--- config.mk ---
export PLATFORM = sky130hd
export DESIGN_NAME = isp_mix
export DESIGN_NICKNAME = d
export VERILOG_FILES = /design/src/rtl/isp_pkg.sv /design/src/rtl/isp_mix.sv
export SDC_FILE = /design/constraint.sdc
export NUM_CORES = 2
export LEC_CHECK = 0
export ABC_CLOCK_PERIOD_IN_PS = 7550
export BUFFER_PORTS_ARGS = -buffer_cell sky130_fd_sc_hd__buf_2
export CAP_MARGIN = 20
export CORE_UTILIZATION = 50
export CTS_CLUSTER_SIZE = 10
export DETAILED_ROUTE_END_ITERATION = 16
export GPL_TIMING_DRIVEN = 0
export PLACE_DENSITY = 0.72
export SLEW_MARGIN = 15
export SYNTH_ARGS = -nofsm -noshare
export SYNTH_HDL_FRONTEND = slang
export SYNTH_SLANG_ARGS = --single-unit
export TNS_END_PERCENT = 1
--- constraint.sdc ---
create_clock -name clk -period 7.55 [get_ports clk]
set_input_delay 0 -clock clk [delete_from_list [all_inputs] [get_ports clk]]
set_output_delay 0 -clock clk [all_outputs]
set_load 0.01 [all_outputs]
--- src/rtl/isp_pkg.sv ---
// shared types, constants and register codes for the interpolating sample player
package isp_pkg;

  // sizes
  localparam int FRAC_W  = 16;                 // fraction bits of the phase
  localparam int ADDR_W  = 16;                 // sample memory address width
  localparam int DATA_W  = 16;                 // sample word width
  localparam int LEN_W   = ADDR_W + 1;         // length register width
  localparam int PHASE_W = ADDR_W + FRAC_W;    // 16.16 phase
  localparam int INC_W   = 24;                 // 8.16 increment
  localparam int VEL_W   = 7;
  localparam int CFG_W   = 24;                 // widest register
  localparam int CFG_IDX_W = 2;

  localparam logic [LEN_W-1:0] MAX_LEN = LEN_W'(1 << ADDR_W);

  // gain (vel + 32) / 160 = (vel + 32) / (5 * 32); the 32 folds into the shift
  localparam logic [VEL_W:0] GAIN_OFS = (VEL_W+1)'(32);
  localparam int ROUND_SHIFT = FRAC_W + 5;
  localparam int HALF_DEN    = 5 << (ROUND_SHIFT - 1);
  // floor(t / 5) = (t * RECIP5) >> RECIP_SHIFT, exact for t below 2^20
  localparam int RECIP_SHIFT = 23;
  localparam logic [20:0] RECIP5 = 21'((1 << RECIP_SHIFT) / 5 + 1);

  // operation codes
  localparam logic [1:0] OP_LOAD   = 2'd0;
  localparam logic [1:0] OP_RENDER = 2'd1;
  localparam logic [1:0] OP_START  = 2'd2;

  // register indexes
  localparam logic [CFG_IDX_W-1:0] REG_SAMPLE_LENGTH   = 2'd0;
  localparam logic [CFG_IDX_W-1:0] REG_PHASE_INCREMENT = 2'd1;
  localparam logic [CFG_IDX_W-1:0] REG_LOOP_ENABLE     = 2'd2;
  localparam logic [CFG_IDX_W-1:0] REG_VELOCITY        = 2'd3;

  typedef struct packed {
    logic [1:0]               operation;
    logic [ADDR_W-1:0]        load_address;
    logic signed [DATA_W-1:0] load_value;
  } item_t;

  typedef struct packed {
    logic signed [DATA_W-1:0] sample_out;
    logic                     playing;
  } result_t;

  // stage strobes for the arithmetic pipeline
  typedef struct packed {
    logic cap0;
    logic mul;
    logic scale;
    logic round;
    logic div;
  } mix_ctl_t;

endpackage

--- src/rtl/isp_mix.sv ---
// interpolation and velocity scaling pipeline, one stage per strobe
module isp_mix (
  input  logic                            clk,
  input  isp_pkg::mix_ctl_t               ctl,
  input  logic signed [isp_pkg::DATA_W-1:0] rdata,
  input  logic [isp_pkg::FRAC_W-1:0]      frac,
  input  logic [isp_pkg::VEL_W-1:0]       velocity,
  output logic signed [isp_pkg::DATA_W-1:0] res
);

  localparam int DIFF_W   = isp_pkg::DATA_W + 1;
  localparam int PROD_W   = DIFF_W + isp_pkg::FRAC_W + 1;
  localparam int INTERP_W = isp_pkg::DATA_W + isp_pkg::FRAC_W + 1;
  localparam int GAIN_W   = isp_pkg::VEL_W + 2;
  localparam int SCALED_W = INTERP_W + GAIN_W;
  localparam int T_W      = 20;

  logic signed [isp_pkg::DATA_W-1:0] s0;
  logic signed [DIFF_W-1:0]          diff;
  logic signed [PROD_W-1:0]          prod;
  logic signed [INTERP_W-1:0]        interp;
  logic [isp_pkg::VEL_W:0]           gain;
  logic signed [SCALED_W-1:0]        scaled;
  logic [SCALED_W-1:0]               mag;
  logic [SCALED_W-1:0]               mag_rnd;
  logic                              neg;
  logic [T_W-1:0]                    t;
  logic [T_W+20:0]                   qprod;
  logic [isp_pkg::DATA_W-1:0]        q;

  // s1 - s0, weighted by the fraction in the mul stage
  assign diff = DIFF_W'(rdata) - DIFF_W'(s0);
  // s0 * 2^F + (s1 - s0) * frac, always within 33 bits
  assign interp = $signed({s0[isp_pkg::DATA_W-1], s0, {isp_pkg::FRAC_W{1'b0}}})
                + INTERP_W'(prod);
  assign gain = {1'b0, velocity} + isp_pkg::GAIN_OFS;
  // magnitude plus half the divisor for round half away from zero
  assign mag     = scaled[SCALED_W-1] ? SCALED_W'(-scaled) : SCALED_W'(scaled);
  assign mag_rnd = mag + SCALED_W'(isp_pkg::HALF_DEN);
  // divide by five through the reciprocal
  assign qprod = (T_W+21)'(t) * (T_W+21)'(isp_pkg::RECIP5);
  assign q     = qprod[isp_pkg::RECIP_SHIFT +: isp_pkg::DATA_W];

  // pipeline stages
  always_ff @(posedge clk) begin
    if (ctl.cap0) begin
      s0 <= rdata;
    end
    if (ctl.mul) begin
      prod <= diff * $signed({1'b0, frac});
    end
    if (ctl.scale) begin
      scaled <= interp * $signed({1'b0, gain});
    end
    if (ctl.round) begin
      neg <= scaled[SCALED_W-1];
      t   <= mag_rnd[isp_pkg::ROUND_SHIFT +: T_W];
    end
    if (ctl.div) begin
      res <= neg ? $signed(-q) : $signed(q);
    end
  end

endmodule
==> flow_metrics.py <==
metrics = {
    "run_status": {
        "status": "finished with violations",
        "violations": "design-rule violations, negative setup slack",
    },
    "global_route": {
        "grt_first_pass_wirelength_um": 127300,
        "overflow": 0,
        "grt_pass1_vias": 25524,
        "grt_max_degree": 43,
        "grt.total_usage_pct": 23.78,
        "antenna_found_initial": 0,
    },
    "placement": {
        "place.port_buffers": 53,
        "hpwl_um": 65860,
        "place_congestion": 0.9371,
    },
    "clocking": {
        "path_clk_slew_ps": 60,
        "numCtsBuffers": 17,
        "clock_path_buffers": 2,
        "h-tree-depth": 4,
        "cts_sinks": 128,
        "cts-root-buf": "clkbuf_16",
        "clk-insertion-delay-late_ps": 470,
        "cts_tree": "built",
    },
    "timing": {
        "finalSetupTns_ps": -9228,
        "fin_worst_skew_ps": 10.07,
        "maxSlewViolCount": 0,
        "setup_viol": 18,
        "min_period_over_period_pct": 112.2,
        "hold_slack_ps": 15.31,
        "max-slew-margin-rel_pct": 32.55,
        "fmax_mhz": 118.0,
        "worst_slew_pin_slew_ps": 1001,
        "rsz0062_at_grt": "true",
        "hold_viol": 0,
        "setup_ws_ps": -923.9,
        "period_needed_ps": 8474,
    },
    "synthesis": {
        "yosys_warnings": 0,
        "synth-xor-area-share_pct": 4.776,
        "synth_top_family_by_area": "adder cells",
        "ys_async_sr_fraction_pct": 0,
        "synthesis.nets": 4627,
        "synth_compound_area_share_pct": 7.613,
        "yosysTopAreaCellShare_pct": 36.39,
        "synth.distinct_cells": 81,
        "yosys.area.top_type": "fa_1",
        "synth-edff-count": 128,
        "ys.flop_type": "edfxtp_1",
        "yosys.area_share.simple_pct": 13.73,
        "syn_avg_cell_area_um2": 9.372,
        "synth_mux_area_share_pct": 0.1864,
        "synth_area_mm2": 0.03356,
        "synth-seq-cells": 128,
        "synth_cells": 3581,
        "ys_seq_area_share_pct": 11.45,
        "synth_top_cells_by_area": "fa_1 (36%), ha_1 (15%), edfxtp_1 (11%), inv_1 (10%), and2_1 (4.7%)",
        "synth_fa_ha_area_share_pct": 51.00,
    },
    "die": {
        "die_y_um": 261.1,
        "initial_core_util_pct": 50.78,
        "die_x_um": 261.1,
        "dieArea_mm2": 0.06817,
        "core-area_mm2": 0.06610,
        "io_pins": 61,
        "num_rows": 94,
    },
    "drt": {
        "routed_via_density": 5.261,
        "route.met2.wl_um": 40120,
        "dr_wl_met3_um": 3241,
        "routedWlPerCell_um": 17.01,
        "drc": 2,
        "met1_length_um": 31550,
        "antenna_left": 0,
        "wl_um": 77750,
        "first_pass_iters": 13,
        "routed-via-count": 24046,
        "top_layer_used": "met4",
        "drt_iter0_drc": 1220,
    },
    "critical_path": {
        "crit_arrival_ps": 8680,
        "start_kind": "flop",
        "crit_slowest_cell": "fa_2",
        "crit_fanout": 7,
        "end_kind": "flop",
        "crit_top_cell": "fa_1",
        "required_ps": 7750,
        "max_stage_delay_ps": 590,
        "path_class": "reg2reg",
    },
    "cells_and_area": {
        "layout-drive-gt1-share_pct": 7.312,
        "areaGrowthSynthToFinish_pct": 9.380,
        "utilization_pct": 55.54,
        "finalNetCount": 4739,
    },
    "flow_run": {
        "drv_cap": 0,
    },
    "min_path": {
        "hp-class": "in2reg",
    },
}
cells in the final DEF (no fill, tap or decap), drive strengths merged, types with 15 or more instances in the layout:
master	n
clkbuf	102
nand2	293
nor3	23
edfxtp	128
dlygate4sd3	18
and3	21
nand2b	33
ha	391
nor2	77
a21oi	90
a21o	51
and2	251
nand3	46
a31oi	15
fa	610
nor2b	71
xnor2	144
buf	85
xor2	39
o21bai	19
o21ai	72
inv	911
worst paths after layout:
kind                    from  endpoint  slack, ps  depth (start not counted)
setup reg to reg       s0[0]  prod[32]       -920                         32
hold / removal        ctl[1]     t[15]         20                          1
setup / recovery       s0[0]  prod[32]       -920                         32
hold reg to reg   scaled[32]     t[11]        640                          1
repair_timing:
item                                    4_1_cts  5_1_grt
endpoints found under the setup margin       35       36
setup buffers                                19        5
hold endpoints to repair                     48        0
pin swaps                                    41       44
hold buffers                                 18        0
gates resized for setup                      93       73
cells in the mapped netlist (all sizes together), types with 39 or more instances:
cell      n
a21o     51
a21oi    90
and2    251
clkbuf   90
edfxtp  128
fa      610
ha      391
inv     908
nand2   293
nand3    46
nor2     77
nor2b    71
o21ai    72
xnor2   144
xor2     39
per-layer routing:
layer / up-vias / global-route usage [%]
li1: 11263 / -
met1: 12088 / 28.44
met2: 550 / 43.55
met3: 145 / 2.652
met4: 0 / 9.383
met5: - / 0
final cells by class:
class,count,area [um2]
antenna,1,2.502
buffer,93,462.9
clock buffer,17,425.4
clock inverter,15,113.9
fill,5805,29390
inverter,909,3412
multi-input combinational,2449,26730
sequential,128,3844
tap,864,1081
timing repair buffer,95,638.1
critical path: cells and delay by family, from the launching register on:
| family | cells | cell delay, ps |
|---|---|---|
| xor gates and xnor gates | 1 | 160 |
| DFF | 1 | 400 |
| buffers and inverters | 4 | 250 |
| adders and majority gates | 9 | 3950 |
| AOI/OAI and AO/OA | 11 | 2170 |
| and+or+nand+nor | 7 | 1260 |
per-stage QoR:
step	setup WS (ps)	area, um2	std cells
floorplan	-302.2	33670	3581
global placement	-1863	35020	4498
detailed placement	-2082	35020	4498
CTS	-997.6	36340	4565
global route	-1217	36710	4570
finish	-923.9	36710	4571
flip-flops by register name, summed over array words and instances, names as in the netlist:
| register | cells |
|---|---|
| neg | 1 |
| t | 20 |
| res | 16 |
| scaled | 42 |
| prod | 33 |
| s0 | 16 |
cell families after synthesis:
kind of cell	Yosys count
AOI/OAI and AO/OA	378
xor gates and xnor gates	183
adders and majority gates	1002
buffers and inverters	1004
DFF	128
muxes	6
and+or+nand+nor	880
Power is left out: the tool's default activity adds up to more than one toggle a clock period on the data nets, which glitch-free logic cannot reach.
