`src/rtl/isp_pkg.sv`:
```
// shared types, constants and register codes for the interpolating sample player
package isp_pkg;

  // sizes
  localparam int FRAC_W  = 16;                 // fraction bits of the phase
  localparam int ADDR_W  = 16;                 // sample memory address width
  localparam int DATA_W  = 16;                 // sample word width
  localparam int LEN_W   = ADDR_W + 1;         // length register width
  localparam int PHASE_W = ADDR_W + FRAC_W;    // 16.16 phase
  localparam int INC_W   = 24;                 // 8.16 increment
  localparam int VEL_W   = 7;
  localparam int CFG_W   = 24;                 // widest register
  localparam int CFG_IDX_W = 2;

  localparam logic [LEN_W-1:0] MAX_LEN = LEN_W'(1 << ADDR_W);

  // gain (vel + 32) / 160 = (vel + 32) / (5 * 32); the 32 folds into the shift
  localparam logic [VEL_W:0] GAIN_OFS = (VEL_W+1)'(32);
  localparam int ROUND_SHIFT = FRAC_W + 5;
  localparam int HALF_DEN    = 5 << (ROUND_SHIFT - 1);
  // floor(t / 5) = (t * RECIP5) >> RECIP_SHIFT, exact for t below 2^20
  localparam int RECIP_SHIFT = 23;
  localparam logic [20:0] RECIP5 = 21'((1 << RECIP_SHIFT) / 5 + 1);

  // operation codes
  localparam logic [1:0] OP_LOAD   = 2'd0;
  localparam logic [1:0] OP_RENDER = 2'd1;
  localparam logic [1:0] OP_START  = 2'd2;

  // register indexes
  localparam logic [CFG_IDX_W-1:0] REG_SAMPLE_LENGTH   = 2'd0;
  localparam logic [CFG_IDX_W-1:0] REG_PHASE_INCREMENT = 2'd1;
  localparam logic [CFG_IDX_W-1:0] REG_LOOP_ENABLE     = 2'd2;
  localparam logic [CFG_IDX_W-1:0] REG_VELOCITY        = 2'd3;

  typedef struct packed {
    logic [1:0]               operation;
    logic [ADDR_W-1:0]        load_address;
    logic signed [DATA_W-1:0] load_value;
  } item_t;

  typedef struct packed {
    logic signed [DATA_W-1:0] sample_out;
    logic                     playing;
  } result_t;

  // stage strobes for the arithmetic pipeline
  typedef struct packed {
    logic cap0;
    logic mul;
    logic scale;
    logic round;
    logic div;
  } mix_ctl_t;

endpackage

```
`src/rtl/isp_rem.sv`:
```
// bit-serial remainder unit: dividend mod divisor, one quotient bit per cycle while busy
module isp_rem (
  input  logic                     clk,
  input  logic                     rst,
  input  logic                     start,
  input  logic [isp_pkg::LEN_W-1:0] dividend,
  input  logic [isp_pkg::LEN_W-1:0] divisor,
  output logic                     busy,
  output logic [isp_pkg::LEN_W-1:0] result
);

  localparam int CNT_W = $clog2(isp_pkg::LEN_W);
  localparam logic [CNT_W-1:0] LAST = CNT_W'(isp_pkg::LEN_W - 1);

  logic [isp_pkg::LEN_W-1:0] dvd;
  logic [isp_pkg::LEN_W-1:0] dvs;
  logic [isp_pkg::LEN_W-1:0] rem;
  logic [CNT_W-1:0]          cnt;
  logic                      quick;
  logic [isp_pkg::LEN_W:0]   rem_sh;

  // shift in the next dividend bit
  assign rem_sh = {rem, dvd[isp_pkg::LEN_W-1]};
  assign result = rem;

  // control
  always_ff @(posedge clk) begin
    if (rst) begin
      busy <= 1'b0;
    end else if (start) begin
      busy <= 1'b1;
    end else if (busy && (quick || cnt == LAST)) begin
      busy <= 1'b0;
    end
  end

  // datapath: already reduced values are copied to the remainder without the serial steps
  always_ff @(posedge clk) begin
    if (start) begin
      dvd   <= dividend;
      dvs   <= divisor;
      rem   <= '0;
      cnt   <= '0;
      quick <= dividend < divisor;
    end else if (busy) begin
      if (quick) begin
        rem <= dvd;
      end else begin
        dvd <= dvd << 1;
        cnt <= cnt + CNT_W'(1);
        if (rem_sh >= {1'b0, dvs}) begin
          rem <= isp_pkg::LEN_W'(rem_sh - {1'b0, dvs});
        end else begin
          rem <= isp_pkg::LEN_W'(rem_sh);
        end
      end
    end
  end

endmodule

```
`config.mk`:
```
export PLATFORM = sky130hd
export DESIGN_NAME = isp_rem
export DESIGN_NICKNAME = d
export VERILOG_FILES = /design/src/rtl/isp_pkg.sv /design/src/rtl/isp_rem.sv
export SDC_FILE = /design/constraint.sdc
export NUM_CORES = 1
export LEC_CHECK = 0
export ABC_AREA = 1
export BUFFER_PORTS_ARGS = -buffer_cell sky130_fd_sc_hd__clkbuf_2
export CORE_UTILIZATION = 35
export CTS_BUF_LIST = sky130_fd_sc_hd__clkbuf_2
export DETAILED_ROUTE_END_ITERATION = 10
export PLACE_DENSITY = 0.5
export SLEW_MARGIN = 20
export SYNTH_ARGS = -nofsm -noshare
export SYNTH_HDL_FRONTEND = slang
export SYNTH_SLANG_ARGS = --single-unit
export TNS_END_PERCENT = 30
```
`constraint.sdc`:
```
create_clock -name clk -period 2.55 [get_ports clk]
set_input_delay 0.255 -clock clk [delete_from_list [all_inputs] [get_ports clk]]
set_output_delay 0.255 -clock clk [all_outputs]
set_load 0.1 [all_outputs]
```
==> flow_summary.json, run 1 <==
{
  "clk_pin_slew_worst_paths_ps": 160,
  "seq_area_frac_synth_pct": 37.00,
  "ir_drop_uv": 286.4,
  "synth.largest_area_cell": "edfxtp_1",
  "start_kind": "flip-flop",
  "hold_path_class": "in2reg",
  "cpPeakStageDelay_ps": 450,
  "wirelength_um": 10940,
  "portBuffers": 54,
  "ys_ff_latch": 58,
  "drive_above_1_share_pct": 16.33,
  "setup_violations": 0,
  "fillers": 1241,
  "ios": 55,
  "worstPathArrival_ps": 2660,
  "timing.setup.tns_ps": 0,
  "area_growth_pct": 18.38,
  "wl_per_cell_um": 13.92,
  "via_per_inst": 4.747,
  "firstDrtPassIters": 4,
  "min_period_ps": 2285,
  "antenna_cells": 0,
  "ys_warn_count": 0,
  "synth_top_area_share_pct": 25.73,
  "crit_chain": "inv_1 -> ha_1 -> inv_1 -> fa_1 -> nand3_1 -> nand3_2 -> nand2_2 -> nand2_4 -> or2_2 -> nand3_1 -> a21oi_1",
  "grt-ovfl-total": 0,
  "hpwl_um": 8610,
  "hold_violations": 0,
  "required_ps": 2930,
  "gp_congestion": 0.8707,
  "slew_headroom_pct": 63.65,
  "slew_violations": 0,
  "die_w_um": 110.0,
  "cap_violations": 0,
  "fin_crit_sh_pct": 89.61,
  "start_util_pct": 35.78,
  "num_vias": 3731,
  "antenna_found_initial": 0,
  "tightest_slew_ps": 547.6,
  "crit_buf_inv": 2,
  "max_freq_mhz": 437.6,
  "cpMaxStageDelayCell": "fa_1",
  "nNetsFinal": 711,
  "endpoint_kind": "flip-flop",
  "synth_area_per_cell_um2": 7.321,
  "cpLargestDelayFamily": "simple AND/OR/NAND/NOR gates",
  "path_max_fanout": 23,
  "ant_nets": 0,
  "syn_area_um2": 4085,
  "synthTopCellsByArea": "edfxtp_1 (26%), nand2_1 (15%), dfxtp_1 (11%)",
  "root_buffer": "clkbuf_2",
  "async_flop_share_pct": 0,
  "grt_pass1_wl_um": 18240,
  "clock_skew_ps": 16.66,
  "rows": 39,
  "synth_most_common_cell": "nand2_1",
  "synth-edff-count": 35,
  "core_um2": 11420,
  "track_usage_pct": 20.15,
  "p_per_area_nw_per_um2": 550.4,
  "post-route-util_pct": 42.35,
  "rsz0062_at_grt": "false",
  "worst-setup-path-type": "reg2reg",
  "dieArea_um2": 12110,
  "cts_made_buffers": 9,
  "synthTopCellsByCount": "nand2_1 (158), inv_1 (99), nand3_1 (47), a21oi_1 (37)",
  "numClockSinks": 58,
  "yosys.cell_types.count": 37,
  "grt_max_degree": 38,
  "drtIter0Drc": 160,
  "drc": 0,
  "grt_pass1_vias": 3794,
  "synthFlopType": "edfxtp_1",
  "die_h_um": 110.0,
  "clock_latency_ps": 490,
  "syn_inst": 558,
  "leakage_nw": 2.463,
  "cts-htree-levels": 3,
  "status": "complete, no violations",
  "cts.path.max_buffers": 2,
  "cts_tree": "built",
  "synth_nets": 631
}
through the flow:
| step | area [um^2] | power [mW] | hold WS, ps | instances | setup slack [ps] |
|---|---|---|---|---|---|
| global placement | 4523 | 2.084 | 418.1 | 749 | 328.2 |
| floorplan | 4085 | 1.860 | 331.1 | 558 | 28.34 |
| detailed placement | 4523 | 2.094 | 427.1 | 749 | 265.7 |
| CTS | 4816 | 2.684 | 18.09 | 784 | 266.9 |
| finish | 4836 | 2.661 | 60.72 | 786 | 265.0 |
| global route | 4836 | 2.850 | 0.1461 | 786 | 60.31 |
power by group:
group          internal [mW]  total, mW  switching [mW]
Combinational          0.294      0.956           0.662
Clock                  0.232      0.567           0.335
Sequential              1.08       1.14          0.0574
Total                   1.61       2.66            1.05
tightest hold or removal path: stages:
cell	delay (ps)
clkbuf_2	90
nand2_1	60
nand2_1	50
layout make-up:
| type | count | area (um^2) | share of cell area, % |
|---|---|---|---|
| multi-input cells | 384 | 2116 | 43.75 |
| flip-flops and latches | 58 | 1511 | 31.25 |
| repair buffers | 84 | 548.0 | 11.33 |
| inverters | 101 | 379.1 | 7.840 |
| well taps | 143 | 178.9 | 3.700 |
| clock buffers | 12 | 60.06 | 1.242 |
| clock inverters | 4 | 42.54 | 0.8797 |
per-layer routing:
layer  global-route usage, %  up-vias  share of wire [%]
met1                   26.49     1694                 49
met5                       0        -                  0
met3                   4.409       16                3.2
li1                        -     1962                  -
met2                   32.63       59                 46
met4                   6.857        0                2.3
flip-flops by register name (all words and copies together) (netlist names):
| register | flops |
|---|---|
| cnt | 5 |
| dvs | 17 |
| busy | 1 |
| dvd | 17 |
| quick | 1 |
| result | 17 |
worst paths after layout:
check / startpoint / to / slack (ps) / depth (start not counted)
worst min-delay path: dividend[9] / dvd[9] / 60 / 3
worst max-delay path: dvd[16] / result[15] / 270 / 11
worst max register to register: dvd[16] / result[15] / 270 / 11
worst min register to register: cnt[4] / cnt[4] / 500 / 2
cell usage in the layout (no fill, tap or decap), types with 9 or more instances in the layout:
cell type	synthesis	routed
dfxtp_1	23	23
inv_1	99	99
nand3_1	47	47
a21oi_2	9	9
nor2_1	24	24
clkbuf_2	0	66
o21ai_0	20	20
ha_1	35	35
edfxtp_1	35	35
buf_4	2	9
dlygate4sd3_1	0	21
a21oi_1	37	37
nand2_1	158	158
kinds of logic after synthesis:
group                      after synthesis  synth area share (%)
and+or+nand+nor                        261                 27.84
buffers and inverters                  116                 11.21
AOI/OAI and AO/OA                       80                 11.24
DFF                                     58                 37.00
adders and majority gates               36                 11.21
xor gates and xnor gates                 7                 1.501
what timing repair did:
| item | 4_1_cts | 5_1_grt |
|---|---|---|
| setup endpoints to repair | 0 | 0 |
| hold endpoints to repair | 19 | 2 |
| resized for setup | 0 | 0 |
| buffers inserted | 0 | 0 |
| hold buffers | 19 | 2 |
Power figures use the tool's default switching activity.
==> run 2, diff against run 1 <==
Settings changed: GPL_ROUTABILITY_DRIVEN set to 1, MAX_ROUTING_LAYER set to met4.
==> flow_summary.json, run 2 (synthesized netlist as in run 1, its figures left out) <==
{
  "gp_congestion": 0.8849,
  "start_util_pct": 35.78,
  "hold_path_end": "dvd[1]",
  "grt-ovfl-total": 0,
  "root_buffer": "clkbuf_2",
  "nNetsFinal": 709,
  "worstPathArrival_ps": 2650,
  "dpl_cell_area_um2": 4523,
  "portBuffers": 54,
  "met1_usage_pct": 26.49,
  "globalRouteMet2Util_pct": 32.59,
  "drive_above_1_share_pct": 16.38,
  "start_kind": "flip-flop",
  "final_common_cell": "nand2_1",
  "worstHoldPathCells": 3,
  "die_h_um": 110.0,
  "clk_pin_slew_worst_paths_ps": 160,
  "cpLargestDelayFamily": "simple AND/OR/NAND/NOR gates",
  "final_cells": 784,
  "r2r_start": "dvd[16]",
  "drtIter0Drc": 137,
  "rr_endpoint": "result[15]",
  "use_met3_pct": 3.880,
  "ir_drop_uv": 286.6,
  "hpwl_um": 8610,
  "cpMaxStageDelayCell": "fa_1",
  "endpoint_kind": "flip-flop",
  "clock_latency_ps": 470,
  "hold_path_class": "in2reg",
  "area_growth_pct": 17.89,
  "rsz0062_at_grt": "false",
  "path_max_fanout": 23,
  "firstDrtPassIters": 4,
  "core_um2": 11420,
  "busiest_layer": "met2",
  "required_ps": 2910,
  "leakage_nw": 2.454,
  "timing.setup.tns_ps": 0,
  "cts.repair.resized": 0,
  "setup_violations": 0,
  "clock_skew_ps": 15.77,
  "p_int_mw": 1.606,
  "grt_pass1_wl_um": 18240,
  "post-route-util_pct": 42.18,
  "slew_violations": 0,
  "ios": 55,
  "p_sw_share_pct": 39.51,
  "drc": 0,
  "rows": 39,
  "grt_max_degree": 38,
  "p_per_area_nw_per_um2": 551.2,
  "dp_slack_ps": 265.7,
  "num_vias": 3719,
  "via_per_inst": 4.744,
  "slew_headroom_pct": 63.65,
  "crit_chain": "inv_1 -> ha_1 -> inv_1 -> fa_1 -> nand3_1 -> nand3_2 -> nand2_2 -> nand2_4 -> or2_2 -> nand3_1 -> a21oi_1",
  "wirelength_um": 10890,
  "p_sw_mw": 1.049,
  "crit_buf_inv": 2,
  "cpPeakStageDelay_ps": 450,
  "cts_made_buffers": 9,
  "power_frac_seq_pct": 42.9,
  "numClockSinks": 58,
  "tightest_slew_ps": 547.6,
  "cts.path.max_buffers": 2,
  "status": "complete, no violations",
  "combPwrFrac_pct": 35.9,
  "min_period_ps": 2287,
  "worstRegToRegCells": 11,
  "worst-setup-path-type": "reg2reg",
  "dieArea_um2": 12110,
  "pwr-share-clk_pct": 21.2,
  "setup_slack_ps": 263.0,
  "hold_violations": 0,
  "cts_tree": "built",
  "max_freq_mhz": 437.3,
  "ant_nets": 0,
  "grt_pass1_vias": 3788,
  "cap_violations": 0,
  "r2r_slack_ps": 260,
  "final_area_um2": 4816,
  "hold_start": "dividend[1]",
  "antenna_cells": 0,
  "cts_setup_buffers": 0,
  "mostFrequentLayoutCells": "nand2_1 (158), inv_1 (99), clkbuf_2 (66)",
  "track_usage_pct": 20.68,
  "fin_crit_sh_pct": 89.69,
  "antenna_found_initial": 0,
  "wl_per_cell_um": 13.89,
  "die_w_um": 110.0,
  "dp_cells": 749,
  "cts-htree-levels": 3
}
run 2: cell count changes in the layout (fill, tap and decap cells not counted), sizes merged:
cell	delta
dlygate4sd3	-2
run 2: area by class of cell:
| cell class | instances | area, um^2 |
|---|---|---|
| multi-input cells | 384 | 2116 |
| well taps | 143 | 178.9 |
| inverters | 101 | 379.1 |
| clock buffers | 12 | 60.06 |
| flip-flops and latches | 58 | 1511 |
| repair buffers | 82 | 528.0 |
| clock inverters | 4 | 42.54 |
| fillers | 1243 | 6603 |
run 2: worst max-delay path by stage:
stage / from / endpoint / slack [ps] / cells after the start
finish: dvd[16] / result[15] / 260 / 11
global route: dvd[16] / result[11] / 60 / 11
CTS: dvd[16] / result[11] / 270 / 11
detailed placement: dvd[16] / result[15] / 270 / 11
global placement: dvd[16] / result[15] / 330 / 11
floorplan: result[11] / result[15] / 30 / 12
run 2: per-stage QoR:
stage	total power, mW	hold slack [ps]
2_1_floorplan	1.860	331.1
3_3_place_gp	2.084	418.1
3_5_place_dp	2.094	427.1
4_1_cts	2.684	18.09
5_1_grt	2.844	0.2633
6_report	2.655	65.97
run 2: timing repair:
item,CTS,global route
hold buffers,19,0
endpoints found under the setup margin,0,0
hold endpoints to repair,19,0
run 2: worst register-to-register path, cell delays in order (launching register included):
cell	delay [ps]
edfxtp_1	420
inv_1	90
ha_1	140
inv_1	60
fa_1	450
nand3_1	160
nand3_2	100
nand2_2	100
nand2_4	180
or2_2	330
nand3_1	90
a21oi_1	60
run 2: metal layers:
| layer | up-vias | share of wire [%] |
|---|---|---|
| met5 | - | 0 |
| met4 | 0 | 1.8 |
| met3 | 13 | 2.6 |
| met2 | 49 | 46 |
| met1 | 1700 | 49 |
| li1 | 1957 | - |
run 2: power groups by stage:
stage / sequential, mW / combinational [mW] / clock [mW]
2_1_floorplan: 1.32 / 0.538 / 0
3_3_place_gp: 1.16 / 0.925 / 0
3_5_place_dp: 1.16 / 0.932 / 0
4_1_cts: 1.14 / 0.958 / 0.585
5_1_grt: 1.15 / 1.07 / 0.626
6_report: 1.14 / 0.953 / 0.562
